**src/sv/i2p_pkg.sv**
```systemverilog
`timescale 1ns / 1ps

package i2p_pkg;

    localparam int DEFAULT_STACK_DEPTH = 32;

    localparam logic [7:0] CH_PLUS   = 8'h2b;
    localparam logic [7:0] CH_MINUS  = 8'h2d;
    localparam logic [7:0] CH_STAR   = 8'h2a;
    localparam logic [7:0] CH_SLASH  = 8'h2f;
    localparam logic [7:0] CH_CARET  = 8'h5e;
    localparam logic [7:0] CH_LPAREN = 8'h28;
    localparam logic [7:0] CH_RPAREN = 8'h29;

    localparam logic [1:0] STATUS_OK       = 2'd0;
    localparam logic [1:0] STATUS_UNMATCHED = 2'd1;
    localparam logic [1:0] STATUS_OVERFLOW = 2'd2;

    typedef struct packed {
        logic [7:0] symbol;
        logic       end_of_expression;
    } in_item_t;

    typedef struct packed {
        logic [7:0] out_symbol;
        logic       has_symbol;
        logic       last;
        logic [1:0] status;
    } out_item_t;

    function automatic logic [1:0] prec_of(input logic [7:0] c);
        logic [1:0] p;
        p = 2'd0;
        if (c == CH_PLUS || c == CH_MINUS) p = 2'd1;
        else if (c == CH_STAR || c == CH_SLASH) p = 2'd2;
        else if (c == CH_CARET) p = 2'd3;
        return p;
    endfunction

    function automatic logic is_operand(input logic [7:0] c);
        return (c >= 8'h41 && c <= 8'h5a) || (c >= 8'h61 && c <= 8'h7a)
            || (c >= 8'h30 && c <= 8'h39);
    endfunction

endpackage

```
**src/sv/infix_to_postfix_converter_core.sv**
```systemverilog
`timescale 1ns / 1ps

// infix to postfix converter (shunting-yard)
// item channel (item_valid / item_stall / item): one ASCII character per
// transaction, end_of_expression set on the final character of an expression.
// result channel (result_valid / result_stall / result): postfix characters,
// marker transactions (has_symbol 0) carry a status code or close an
// expression whose final character produced nothing; last is set on the final result.
// item_stall is high while a character is being processed; the block takes
// one character at a time. an operand is registered on acceptance and goes
// to the output register from the S_OPND state; '(' is pushed directly.
// every stack inspection is a registered read of the operator stack memory
// (S_READ), then the decision (S_DECIDE), repeated for each operator popped;
// an overflow or a stray ')' gets its own marker step. the end-of-expression
// flush reads and pops each stacked symbol in turn. a step that wants to emit
// waits while the output register holds a result that result_stall keeps back.
// reset (rst_n low, asynchronous) empties the stack and drops any pending
// result; stack contents need no clearing.
module infix_to_postfix_converter_core
    import i2p_pkg::*;
#(
    parameter int STACK_DEPTH = DEFAULT_STACK_DEPTH
) (
    input  logic      clk,
    input  logic      rst_n,
    input  logic      item_valid,
    output logic      item_stall,
    input  in_item_t  item,
    output logic      result_valid,
    input  logic      result_stall,
    output out_item_t result
);

    localparam int CNT_W  = $clog2(STACK_DEPTH + 1);
    localparam int ADDR_W = $clog2(STACK_DEPTH);
    localparam logic [CNT_W-1:0] FULL = CNT_W'(STACK_DEPTH);
    localparam logic [CNT_W-1:0] ONE  = CNT_W'(1);
    localparam logic [CNT_W-1:0] TWO  = CNT_W'(2);

    localparam logic [3:0] S_IDLE   = 4'd0;
    localparam logic [3:0] S_OPND   = 4'd1;
    localparam logic [3:0] S_READ   = 4'd2;
    localparam logic [3:0] S_DECIDE = 4'd3;
    localparam logic [3:0] S_PUSH   = 4'd4;
    localparam logic [3:0] S_OVF    = 4'd5;
    localparam logic [3:0] S_STRAY  = 4'd6;
    localparam logic [3:0] S_FIN    = 4'd7;
    localparam logic [3:0] S_FREAD  = 4'd8;
    localparam logic [3:0] S_FPOP   = 4'd9;
    localparam logic [3:0] S_MARK   = 4'd10;

    logic [7:0]       stack_mem [STACK_DEPTH];
    logic [7:0]       rd_reg;
    logic [7:0]       rd2_reg;

    logic [3:0]       state_reg, state_next;
    logic [CNT_W-1:0] count_reg, count_next;
    logic [7:0]       sym_reg;
    logic             end_reg;
    logic             close_reg;
    logic [1:0]       prec_reg;
    logic             emitted_reg, emitted_next;
    logic             out_valid_reg;
    out_item_t        out_reg;

    logic             emit;
    out_item_t        emit_data;
    logic             out_free;
    logic             push_we;
    logic [CNT_W-1:0] cnt_m1;
    logic [CNT_W-1:0] cnt_m2;
    logic             accept;

    assign cnt_m1     = count_reg - ONE;
    assign cnt_m2     = count_reg - TWO;
    assign out_free   = !out_valid_reg || !result_stall;
    assign item_stall = (state_reg != S_IDLE);
    assign accept     = item_valid && !item_stall;
    assign result_valid = out_valid_reg;
    assign result     = out_reg;

    always_ff @(posedge clk)
    begin
        if (push_we)
        begin
            stack_mem[count_reg[ADDR_W-1:0]] <= sym_reg;
        end
        rd_reg  <= stack_mem[cnt_m1[ADDR_W-1:0]];
        rd2_reg <= stack_mem[cnt_m2[ADDR_W-1:0]];
    end

    always_comb
    begin
        state_next   = state_reg;
        count_next   = count_reg;
        emitted_next = emitted_reg;
        emit         = 1'b0;
        emit_data    = '{out_symbol: 8'd0, has_symbol: 1'b0, last: 1'b0, status: STATUS_OK};
        push_we      = 1'b0;
        unique case (state_reg)
            S_IDLE:
            begin
                if (accept)
                begin
                    emitted_next = 1'b0;
                    if (is_operand(item.symbol)) state_next = S_OPND;
                    else if (item.symbol == CH_LPAREN) state_next = S_PUSH;
                    else state_next = S_READ;
                end
            end
            S_OPND:
            begin
                if (out_free)
                begin
                    emit = 1'b1;
                    emit_data.out_symbol = sym_reg;
                    emit_data.has_symbol = 1'b1;
                    emit_data.last = end_reg && (count_reg == '0);
                    state_next = S_FIN;
                end
            end
            S_READ:
            begin
                state_next = S_DECIDE;
            end
            S_DECIDE:
            begin
                if (count_reg == '0)
                begin
                    state_next = close_reg ? S_STRAY : S_PUSH;
                end
                else if (rd_reg == CH_LPAREN)
                begin
                    if (close_reg)
                    begin
                        count_next = cnt_m1;
                        state_next = S_FIN;
                    end
                    else
                    begin
                        state_next = S_PUSH;
                    end
                end
                else if (close_reg || prec_of(rd_reg) >= prec_reg)
                begin
                    if (out_free)
                    begin
                        emit = 1'b1;
                        emit_data.out_symbol = rd_reg;
                        emit_data.has_symbol = 1'b1;
                        // final pop when only the matching '(' remains below
                        emit_data.last = end_reg && close_reg && (count_reg == TWO)
                            && (rd2_reg == CH_LPAREN);
                        count_next = cnt_m1;
                        state_next = S_READ;
                    end
                end
                else
                begin
                    state_next = S_PUSH;
                end
            end
            S_PUSH:
            begin
                if (count_reg == FULL)
                begin
                    state_next = S_OVF;
                end
                else
                begin
                    push_we    = 1'b1;
                    count_next = count_reg + ONE;
                    state_next = S_FIN;
                end
            end
            S_OVF:
            begin
                if (out_free)
                begin
                    emit = 1'b1;
                    emit_data.status = STATUS_OVERFLOW;
                    state_next = S_FIN;
                end
            end
            S_STRAY:
            begin
                if (out_free)
                begin
                    emit = 1'b1;
                    emit_data.status = STATUS_UNMATCHED;
                    emit_data.last = end_reg;
                    state_next = S_FIN;
                end
            end
            S_FIN:
            begin
                if (!end_reg) state_next = S_IDLE;
                else if (count_reg != '0) state_next = S_FREAD;
                else if (!emitted_reg) state_next = S_MARK;
                else state_next = S_IDLE;
            end
            S_FREAD:
            begin
                state_next = S_FPOP;
            end
            S_FPOP:
            begin
                if (out_free)
                begin
                    emit = 1'b1;
                    emit_data.out_symbol = rd_reg;
                    emit_data.has_symbol = 1'b1;
                    emit_data.last = (count_reg == ONE);
                    count_next = cnt_m1;
                    state_next = (count_reg == ONE) ? S_IDLE : S_FREAD;
                end
            end
            S_MARK:
            begin
                if (out_free)
                begin
                    emit = 1'b1;
                    emit_data.last = 1'b1;
                    state_next = S_IDLE;
                end
            end
            default:
            begin
                state_next = S_IDLE;
            end
        endcase
        if (emit) emitted_next = 1'b1;
    end

    always_ff @(posedge clk or negedge rst_n)
    begin
        if (!rst_n)
        begin
            state_reg     <= S_IDLE;
            count_reg     <= '0;
            emitted_reg   <= 1'b0;
            out_valid_reg <= 1'b0;
        end
        else
        begin
            state_reg   <= state_next;
            count_reg   <= count_next;
            emitted_reg <= emitted_next;
            if (emit) out_valid_reg <= 1'b1;
            else if (!result_stall) out_valid_reg <= 1'b0;
        end
    end

    always_ff @(posedge clk)
    begin
        if (accept)
        begin
            sym_reg   <= item.symbol;
            end_reg   <= item.end_of_expression;
            close_reg <= (item.symbol == CH_RPAREN);
            prec_reg  <= prec_of(item.symbol);
        end
        if (emit)
        begin
            out_reg <= emit_data;
        end
    end

    // stack never holds more than its depth
    assert property (@(posedge clk) disable iff (!rst_n) count_reg <= FULL)
        else $error("stack count beyond depth");

    // a new result never overwrites one held back by the receiver
    assert property (@(posedge clk) disable iff (!rst_n) emit |-> out_free)
        else $error("result overwritten while stalled");

    // error codes only travel on marker results
    assert property (@(posedge clk) disable iff (!rst_n)
        result_valid |-> (result.status == STATUS_OK || !result.has_symbol))
        else $error("status on a symbol result");

    // a push onto a full stack must raise the overflow marker
    assert property (@(posedge clk) disable iff (!rst_n)
        (state_reg == S_PUSH && count_reg == FULL) |=> state_reg == S_OVF)
        else $error("full stack push not flagged");

    // a held result stays put while stalled
    assert property (@(posedge clk) disable iff (!rst_n)
        (result_valid && result_stall) |=> (result_valid && $stable(result)))
        else $error("stalled result changed");

endmodule
```
**config.mk**
```make
export PLATFORM = sky130hd
export DESIGN_NAME = infix_to_postfix_converter_core
export DESIGN_NICKNAME = d
export VERILOG_FILES = /design/src/sv/i2p_pkg.sv /design/src/sv/infix_to_postfix_converter_core.sv
export SDC_FILE = /design/constraint.sdc
export NUM_CORES = 1
export LEC_CHECK = 0
export BUFFER_PORTS_ARGS = -buffer_cell sky130_fd_sc_hd__clkbuf_2
export CAP_MARGIN = 10
export CORE_MARGIN = 2
export CORE_UTILIZATION = 40
export DETAILED_ROUTE_END_ITERATION = 8
export GPL_TIMING_DRIVEN = 0
export MAX_ROUTING_LAYER = met4
export PLACE_DENSITY = 0.64
export SLEW_MARGIN = 20
export SYNTH_ARGS = -nofsm -noshare
export SYNTH_HDL_FRONTEND = slang
export SYNTH_SLANG_ARGS = --single-unit
```
**constraint.sdc**
```tcl
create_clock -name clk -period 4.7 [get_ports clk]
set_clock_uncertainty 0.2 [all_clocks]
set_input_delay 0 -clock clk [delete_from_list [all_inputs] [get_ports clk]]
set_output_delay 0 -clock clk [all_outputs]
set_load 0.02 [all_outputs]
```
==> results.yml, run 1 <==
status:
  status: "finished clean"
power:
  ir_drop_mv: 0.367
  power_switching_w: 0.00430
  sequentialPowerShare_pct: 29.0
  power_frac_comb_pct: 48.5
  swShare_pct: 36.2
  p_clk_share_pct: 22.4
  power.density_nw_per_um2: 712
  p_int_w: 0.00758
  p_leak_nw: 5.34
routing:
  wl_met3_um: 3170
  first_pass_iters: 6
  wire_per_inst_um: 28.9
  met1_length_um: 15700
  vias: 8341
  antenna_left: 0
  drtIter0Drc: 1094
  drt-total-wl_um: 38800
  viasPerCell: 6.22
  drc: 0
  highest_layer: "met4"
  wl_met2_um: 18900
final_layout:
  largest_reg_flops: 256
  drive_gt1_share_pct: 35.2
  nets: 876
  fillers: 2986
  mostFrequentLayoutCells: "280 x edfxtp_1, 160 x mux4_2, 46 x nor2_1"
  finalNonFillerCells: 1341
  syn_to_final_growth_pct: 15.3
  final_common_cell: "edfxtp_1"
synth:
  netlist_area_um2: 14500
  seq_area_frac_synth_pct: 62.4
  async_reset_ff_share_pct: 3.90
  synth-seq-cells: 308
  yosys_most_used_dff: "edfxtp_1"
  synth_nets: 788
  synth_edf_count: 280
  yosysTopAreaCellShare_pct: 58.1
  syn_avg_cell_area_um2: 18.9
  ys_warn_count: 0
  yosys-top-cells-area: "edfxtp_1 58%, mux4_2 25%, dfxtp_1 2.2%"
  syn-instance-count: 765
  netlist.top_cell.by_area: "edfxtp_1"
  synth_cell_types: 60
sta:
  hold_viol: 0
  tightestPinTransition_ns: 1.06
  rsz0062_at_grt: "no"
  fin_crit_sh_pct: 96.3
  fin_ws_ns: 0.173
  drv_slew: 0
  setup_violations: 0
  fin_crit_ns: 4.53
  slew_headroom_pct: 29.3
  fmaxAchievable_mhz: 221
clock_network:
  htree_levels: 2
  cts_tree: "yes"
  numCtsBuffers: 35
  cts_buffer_depth: 3
  cts_root_buf: "clkbuf_16"
  clkLatencyLatePin_ns: 0.52
  postCtsSetupBuffers: 0
  path_clk_slew_ns: 0.06
  clock_sinks: 308
grt:
  grt_pass1_vias: 8349
  grt_max_degree: 34
  track_usage_pct: 21.4
  antenna_found_initial: 5
  grt_pass1_wl_um: 56700
  grt-ovfl-total: 0
placement:
  io_buffers: 26
  hpwl_um: 27400
  place_ws_ns: -0.500
  dp.cells: 1260
  gp_congestion: 0.922
die:
  initial_core_util_pct: 40.7
  dieArea_um2: 37700
  die_width_um: 194
  die_h_um: 194
  ios: 27
  std_cell_rows: 69
  core_area_um2: 35600
critical_path:
  crit_buf_inv: 4
  startpoint: "count_reg[1]$_DFFE_PN0P_"
  crit_family: "buffers and inverters"
  worstPathCellList: "clkbuf_1, clkbuf_2, inv_1, ha_1, a21boi_0, xnor2_1, buf_2, mux4_2, mux2_2"
  critPathKind: "reg -> reg"
  r2r_start: "count_reg[1]$_DFFE_PN0P_"
  max_stage_delay_ns: 0.82
  path_max_fanout: 10
  worstPathRequired_ns: 4.88
  crit_arrival_ns: 4.71
  startpoint_type: "flip-flop"
  crit_path_top_delay_cell: "xnor2_1"
  cp-end-kind: "flip-flop"
worst_hold_path:
  hold_class: "in -> reg"
  min-delay-start: "item[1]"
job:
  maxCapViolCount: 0
repair_timing:
| item | in CTS | in global routing |
|---|---|---|
| setup endpoints to repair | 20 | 8 |
| resized for setup | 5 | 7 |
| hold buffers | 14 | 0 |
| hold endpoints to repair | 46 | 0 |
cell usage after synthesis, drive strengths merged, types with 2 or more instances:
library cell  instances
ha                   10
buf                  35
a21oi                13
nand3                 5
o211ai                3
and2                  6
edfxtp              280
nor4                  4
nand4                 3
o21ai                14
dfrtp                12
xor2                  2
mux2                 17
o22ai                 6
a31oi                 7
nor4b                 5
nand2                31
a21o                  3
nand3b                4
nor3                  7
and3                  5
nor2b                 5
nor2                 46
nand2b                6
nor3b                 3
xnor2                 4
clkbuf               15
a22o                  8
dfxtp                16
mux4                160
inv                   9
cell families (layout without fill, tap and decap cells):
group | Yosys count | in the layout | synth area share, %
AOI/OAI and AO/OA | 69 | 69 | 3.24
xor gates and xnor gates | 6 | 6 | 0.363
adders and majority gates | 10 | 10 | 0.864
buffers and inverters | 59 | 169 | 1.99
DFF | 308 | 308 | 62.4
muxes | 177 | 177 | 26.2
other | 0 | 5 | 0
and+or+nand+nor | 136 | 136 | 4.98
metal layers:
layer  vias to the layer above  GRT usage (%)
met3                        57           4.47
met5                         -              -
met4                         0           6.20
met1                      4471           28.2
met2                       390           33.7
li1                       3423              -
power by group through the flow:
stage	registers (W)	logic, W	clock network, W
5_1_grt	0.00348	0.00600	0.00281
6_report	0.00345	0.00577	0.00266
3_5_place_dp	0.00352	0.00566	0
2_1_floorplan	0.00354	0.00385	0
3_3_place_gp	0.00353	0.00559	0
4_1_cts	0.00346	0.00570	0.00270
worst paths after layout:
kind / slack [ns] / end / cells after the start
worst max-delay path: 0.17 / rd_reg[6]$_DFF_P_ / 9
worst min-delay path: 0.03 / sym_reg[0]$_DFFE_PP_ / 2
worst max register to register: 0.17 / rd_reg[6]$_DFF_P_ / 9
worst min register to register: 0.39 / emitted_reg$_DFFE_PN0P_ / 2
max in group asynchronous: 3.50 / result_valid$_DFFE_PN0P_ / 3
min in group asynchronous: 0.39 / count_reg[2]$_DFFE_PN0P_ / 3
area by class of cell:
class                      count  area (µm²)  area share [%]
sequential                   308        9030            54.1
antenna                        5        12.5          0.0750
clock inverter                14         151           0.907
clock buffer                  45         965            5.78
buffer                        50         269            1.61
tap                          461         577            3.46
inverter                       9        33.8           0.202
timing repair buffer          51         473            2.83
multi-input combinational    398        5180            31.1
through the flow:
step                total power [W]  setup TNS (ns)  hold slack, ns  util [%]  instance area [µm²]
floorplan                   0.00739               0          -0.496         -                14500
global route                 0.0123               0          0.0501      46.9                16700
finish                       0.0119               0          0.0302      46.9                16700
detailed placement          0.00917           -3.92          -0.275      43.2                15400
CTS                          0.0119               0          0.0246      46.8                16600
global placement            0.00912           -4.47          -0.281      42.7                15200
Note: power is estimated with default switching activity, not from simulation.
==> inputs of run 2 (changes only) <==
Settings changed: ABC_AREA from default to 1.
==> run 2 against run 1 <==
Non-clock buffer count rose by 66. Global-route usage up 7.6 points. Total power grew 24%.
==> results.yml, run 2 <==
power:
  power.density_nw_per_um2: 810
  ir_drop_mv: 0.345
  p_leak_nw: 6.95
synth:
  netlist_area_um2: 15800
  yosys-top-cells-area: "edfxtp_1 53%, nand3_1 6.5%, nand2_1 6.4%"
  synth_mux_area_share_pct: 0
  syn_avg_cell_area_um2: 9.19
  synth_top_family_by_area: "compound AO/OA/AOI/OAI gates"
  synthSimpleGateAreaFrac_pct: 16.9
  netlist.top_cell.by_area: "edfxtp_1"
  synth_compound_area_share_pct: 17.0
  async_reset_ff_share_pct: 3.90
  synth_nets: 1747
  seq_area_frac_synth_pct: 57.0
  synth_edf_count: 280
  synth-seq-cells: 308
  synthXorXnorAreaFrac_pct: 0.514
  yosysTopAreaCellShare_pct: 53.1
  syn-instance-count: 1724
  synth_common_cells: "280 x edfxtp_1, 272 x nand2_1, 207 x nand3_1"
  synth_cell_types: 38
  ys_warn_count: 0
  synthAdderAreaFrac_pct: 0.790
  yosys_most_used_dff: "edfxtp_1"
  synth_most_common_cell: "edfxtp_1"
sta:
  rsz0062_at_grt: "no"
  fmaxAchievable_mhz: 250
  setup_tns_ns: 0
  fin_crit_ns: 4.00
  tightestPinTransition_ns: 0.993
  drv_slew: 0
  slew_headroom_pct: 33.5
  fin_crit_sh_pct: 85.1
  hold_viol: 0
  setup_violations: 0
worst_hold_path:
  hold_class: "in -> reg"
  worstHoldEndpoint: "sym_reg[6]$_DFFE_PP_"
  hold_depth: 2
  min-delay-start: "item[7]"
final_layout:
  largest_reg_flops: 256
  final_common_cell: "edfxtp_1"
  diodes: 0
  finalNonFillerCells: 2363
  drive_gt1_share_pct: 10.4
  fillers: 3707
  syn_to_final_growth_pct: 14.6
  mostFrequentLayoutCells: "280 x edfxtp_1, 272 x nand2_1, 207 x nand3_1"
  nets: 1841
die:
  core_area_um2: 38800
  ios: 27
  dieArea_um2: 41200
  initial_core_util_pct: 40.8
  std_cell_rows: 72
  die_width_um: 203
  die_h_um: 203
routing:
  drtIter0Drc: 1823
  viasPerCell: 5.85
  vias: 13828
  drt-total-wl_um: 58500
  wire_per_inst_um: 24.8
  antenna_left: 0
  first_pass_iters: 6
  drc: 0
critical_path:
  startpoint_type: "flip-flop"
  max_stage_delay_ns: 0.76
  cp-end-kind: "flip-flop"
  reg2reg_to: "rd_reg[0]$_DFF_P_"
  reg2reg_depth: 12
  crit_path_top_delay_cell: "clkbuf_1"
  r2r_start: "count_reg[1]$_DFFE_PN0P_"
  startpoint: "count_reg[1]$_DFFE_PN0P_"
  worstPathRequired_ns: 4.92
  r2r_slack_ns: 0.70
  path_common_cell: "nand2_1"
  worstPathCellList: "inv_1, clkbuf_1, ha_1, buf_2, clkbuf_1, a21oi_1, o21ai_0, nand3_1, nand3_1, nand2_1, nand2_1, nand2_1"
  path_max_fanout: 14
  crit_arrival_ns: 4.22
  critPathKind: "reg -> reg"
placement:
  hpwl_um: 43500
  io_buffers: 26
  dp.cells: 2283
  gp_congestion: 0.989
clock_network:
  cts_buffer_depth: 3
  cts-resized-gates: 0
  clkLatencyLatePin_ns: 0.55
  numCtsBuffers: 36
  cts_root_buf: "clkbuf_16"
  postCtsSetupBuffers: 0
  clock_sinks: 308
  path_clk_slew_ns: 0.06
  cts_tree: "yes"
  htree_levels: 2
grt:
  antenna_found_initial: 1
  track_usage_pct: 29.0
  grt-ovfl-total: 0
  grt_pass1_wl_um: 84200
  grt_pass1_vias: 13044
  grt_max_degree: 22
job:
  maxCapViolCount: 0
status:
  status: "finished clean"
-- run 2: changes by cell type in the layout (fill, tap and decap cells not counted), moves of 13 or more --
cell / before / now
a21oi_1: 13 / 187
buf_2: 21 / 47
clkbuf_1: 19 / 48
inv_1: 9 / 167
inv_2: 0 / 13
mux2_2: 17 / 0
mux4_2: 160 / 0
nand2_1: 31 / 272
nand3_1: 5 / 207
nor2_1: 46 / 100
o211ai_1: 3 / 74
o21ai_0: 13 / 190
o21ai_1: 0 / 31
-- run 2: how the worst max path moves through the flow --
| stage | endpoint | slack (ns) | cells past startpoint |
|---|---|---|---|
| after floorplan | stack_mem[2][0]$_DFFE_PP_ | 2.13 | 11 |
| after global placement | rd_reg[1]$_DFF_P_ | 0.83 | 12 |
| after detailed placement | rd_reg[1]$_DFF_P_ | 0.88 | 12 |
| after CTS | rd_reg[1]$_DFF_P_ | 0.89 | 12 |
| after global routing | rd_reg[0]$_DFF_P_ | 0.64 | 12 |
| final | rd_reg[0]$_DFF_P_ | 0.70 | 12 |
-- run 2: cell type report --
type	instances	area [µm²]	area share, %
Tap cell	518	648	3.57
Sequential cell	308	9030	49.7
Inverter	182	687	3.78
Multi-Input combinational cell	1123	5570	30.7
Timing Repair Buffer	56	543	2.99
Clock inverter	22	154	0.848
Clock buffer	43	970	5.34
Buffer	111	551	3.03
-- run 2: stage by stage --
| stage | total power [W] | hold WS, ns | setup WS (ns) | area (µm²) | utilization (%) |
|---|---|---|---|---|---|
| floorplan | 0.00843 | -0.496 | 2.13 | 15800 | - |
| global placement | 0.0115 | -0.272 | 0.834 | 16600 | 42.8 |
| detailed placement | 0.0116 | -0.261 | 0.884 | 16900 | 43.5 |
| CTS | 0.0144 | 0.0228 | 0.889 | 18100 | 46.7 |
| global route | 0.0153 | 0.0411 | 0.645 | 18100 | 46.7 |
| finish | 0.0147 | 0.0388 | 0.698 | 18100 | 46.7 |
-- run 2: timing repair --
item,in CTS,in global routing
endpoints found under the hold margin,43,0
endpoints found under the setup margin,0,0
hold buffers,15,0
-- run 2: power by group --
part	switching (W)	leakage, nW	total [W]	internal [W]
Combinational	0.00623	3.59	0.00849	0.00226
Sequential	0.000151	2.81	0.00349	0.00334
Clock	0.00118	0.549	0.00272	0.00154
-- run 2: kinds of logic (layout without fill, tap and decap cells) --
kind of cell	Yosys count	after routing
and+or+nand+nor	614	614
AOI/OAI and AO/OA	494	494
DFF	308	308
buffers and inverters	293	414
adders and majority gates	10	10
xor gates and xnor gates	5	5
-- run 2: critical path: cells and delay by family (launching register included) --
kind,cells,cell delay (ns)
buffers and inverters,4,1.94
adders and majority gates,1,0.36
AOI/OAI and AO/OA,2,0.24
and+or+nand+nor,5,0.63
DFF,1,0.50
-- run 2: per-layer routing --
layer	global-route usage (%)	wire length [µm]	share of wire, %	vias up
li1	-	-	-	6240
met1	39.4	24600	42	6668
met2	43.3	26000	44	776
met3	4.90	5650	9.7	144
met4	11.7	2260	3.9	0
met5	-	0	0	-
==> inputs of run 3 (changes only) <==
Settings changed: CORE_MARGIN 2 to 4, PLACE_DENSITY 0.64 to default.
==> run 3 against run 2 <==
Combinational power up 1%. Critical path depth unchanged. Non-clock buffer count down 1. First-iteration DRC count up 14%. Sequential power about the same. Sequential share of layout area down 0.15 points. Critical path type unchanged. Largest cell class unchanged.
==> results.yml, run 3 (synthesis gave the netlist of run 2 again) <==
status:
  status: "finished clean"
final_layout:
  multi_input_area_um2: 5570
  nets: 1840
  diodes: 0
  fillers: 3714
  fin_util_pct: 46.8
  largest_reg_flops: 256
  drive_gt1_share_pct: 10.1
  syn_to_final_growth_pct: 15.0
  final_common_cell: "edfxtp_1"
  seqCellArea_um2: 9030
  mostFrequentLayoutCells: "280 x edfxtp_1, 272 x nand2_1, 207 x nand3_1"
routing:
  drc: 0
  antenna_left: 0
  wire_per_inst_um: 25.5
  viasPerCell: 5.91
  vias: 13965
  first_pass_iters: 6
  drtIter0Drc: 2070
  drt-total-wl_um: 60300
critical_path:
  path_max_fanout: 14
  crit_arrival_ns: 4.36
  critPathKind: "reg -> reg"
  worstPathRequired_ns: 4.93
  reg2reg_to: "rd_reg[1]$_DFF_P_"
  critPathCapture: "rd_reg[1]$_DFF_P_"
  reg2reg_depth: 12
  r2r_slack_ns: 0.57
  r2r_start: "count_reg[1]$_DFFE_PN0P_"
  startpoint: "count_reg[1]$_DFFE_PN0P_"
  cp-end-kind: "flip-flop"
  startpoint_type: "flip-flop"
sta:
  fmaxAchievable_mhz: 242
  setup_violations: 0
  slew_headroom_pct: 31.8
  drv_slew: 0
  rsz0062_at_grt: "no"
  fin_crit_sh_pct: 87.9
  fin_crit_ns: 4.13
  setup_tns_ns: 0
  fin_ws_ns: 0.568
  tightestPinTransition_ns: 1.02
  hold_viol: 0
die:
  dieArea_um2: 42800
  std_cell_rows: 72
  die_h_um: 207
  ios: 27
  initial_core_util_pct: 40.7
  die_width_um: 207
  core_area_um2: 38900
grt:
  antenna_found_initial: 1
  grt_max_degree: 22
  grt_pass1_wl_um: 85400
  track_usage_pct: 28.5
  grt_pass1_vias: 12982
  grt-ovfl-total: 0
power:
  total_power_w: 0.0149
  ir_drop_mv: 0.383
  power.density_nw_per_um2: 818
  p_leak_nw: 6.97
clock_network:
  cts_root_buf: "clkbuf_16"
  path_clk_slew_ns: 0.06
  numCtsBuffers: 36
  htree_levels: 2
  clock_sinks: 308
  clkLatencyLatePin_ns: 0.57
  cts-resized-gates: 0
  cts_buffer_depth: 3
  cts_tree: "yes"
worst_hold_path:
  hold_class: "in -> reg"
placement:
  io_buffers: 26
  gp_congestion: 1.02
  place_ws_ns: 0.716
  hpwl_um: 45000
job:
  maxCapViolCount: 0
==> run 3: timing repair <==
item                                   4_1_cts  5_1_grt
hold buffers                                14        0
setup buffers                                0        0
endpoints found under the hold margin       43        0
==> run 3: worst max-delay path, stage by stage, from the launching register on <==
cell,delay (ns)
dfrtp_1,0.51
inv_1,0.27
clkbuf_1,0.77
ha_1,0.37
buf_2,0.26
clkbuf_1,0.72
a21oi_1,0.08
o21ai_0,0.19
nand3_1,0.21
nand3_1,0.12
nand2_1,0.06
nand2_1,0.13
nand2_1,0.12
==> run 3: worst min path at each step <==
stage | start | end | slack, ns | depth (start not counted)
final | item[8] | sym_reg[7]$_DFFE_PP_ | 0.01 | 2
after global routing | item[6] | sym_reg[5]$_DFFE_PP_ | 0.02 | 2
after CTS | item[8] | sym_reg[7]$_DFFE_PP_ | 0.003 | 2
after detailed placement | rst_n | result_valid$_DFFE_PN0P_ | -0.27 | 1
after global placement | rst_n | result_valid$_DFFE_PN0P_ | -0.26 | 1
after floorplan | rst_n | count_reg[0]$_DFFE_PN0P_ | -0.50 | 0
==> run 3: through the flow <==
stage	hold slack, ns	instances	cell area, µm²
2_1_floorplan	-0.496	1724	15800
3_3_place_gp	-0.260	2268	16600
3_5_place_dp	-0.266	2283	16900
4_1_cts	0.00280	2362	18200
5_1_grt	0.0186	2362	18200
6_report	0.0126	2362	18200
==> run 3: routing by layer <==
layer	up-vias	global-route usage [%]	routed length [µm]
li1	6251	-	-
met1	6815	39.7	24900
met2	793	43.4	27500
met3	106	4.53	6020
met4	0	8.76	1860
met5	-	-	0
==> run 3: area by class of cell <==
| class | count | area share [%] |
|---|---|---|
| Buffer | 111 | 3.02 |
| Tap cell | 518 | 3.56 |
| Clock buffer | 44 | 5.35 |
| Multi-Input combinational cell | 1123 | 30.6 |
| Clock inverter | 21 | 1.04 |
| Sequential cell | 308 | 49.6 |
| Timing Repair Buffer | 55 | 3.04 |
| Inverter | 182 | 3.77 |
==> run 3: power breakdown <==
group          switching (W)  internal [W]
logic                0.00632       0.00226
registers           0.000162       0.00334
clock network        0.00116       0.00164
total                0.00765       0.00725
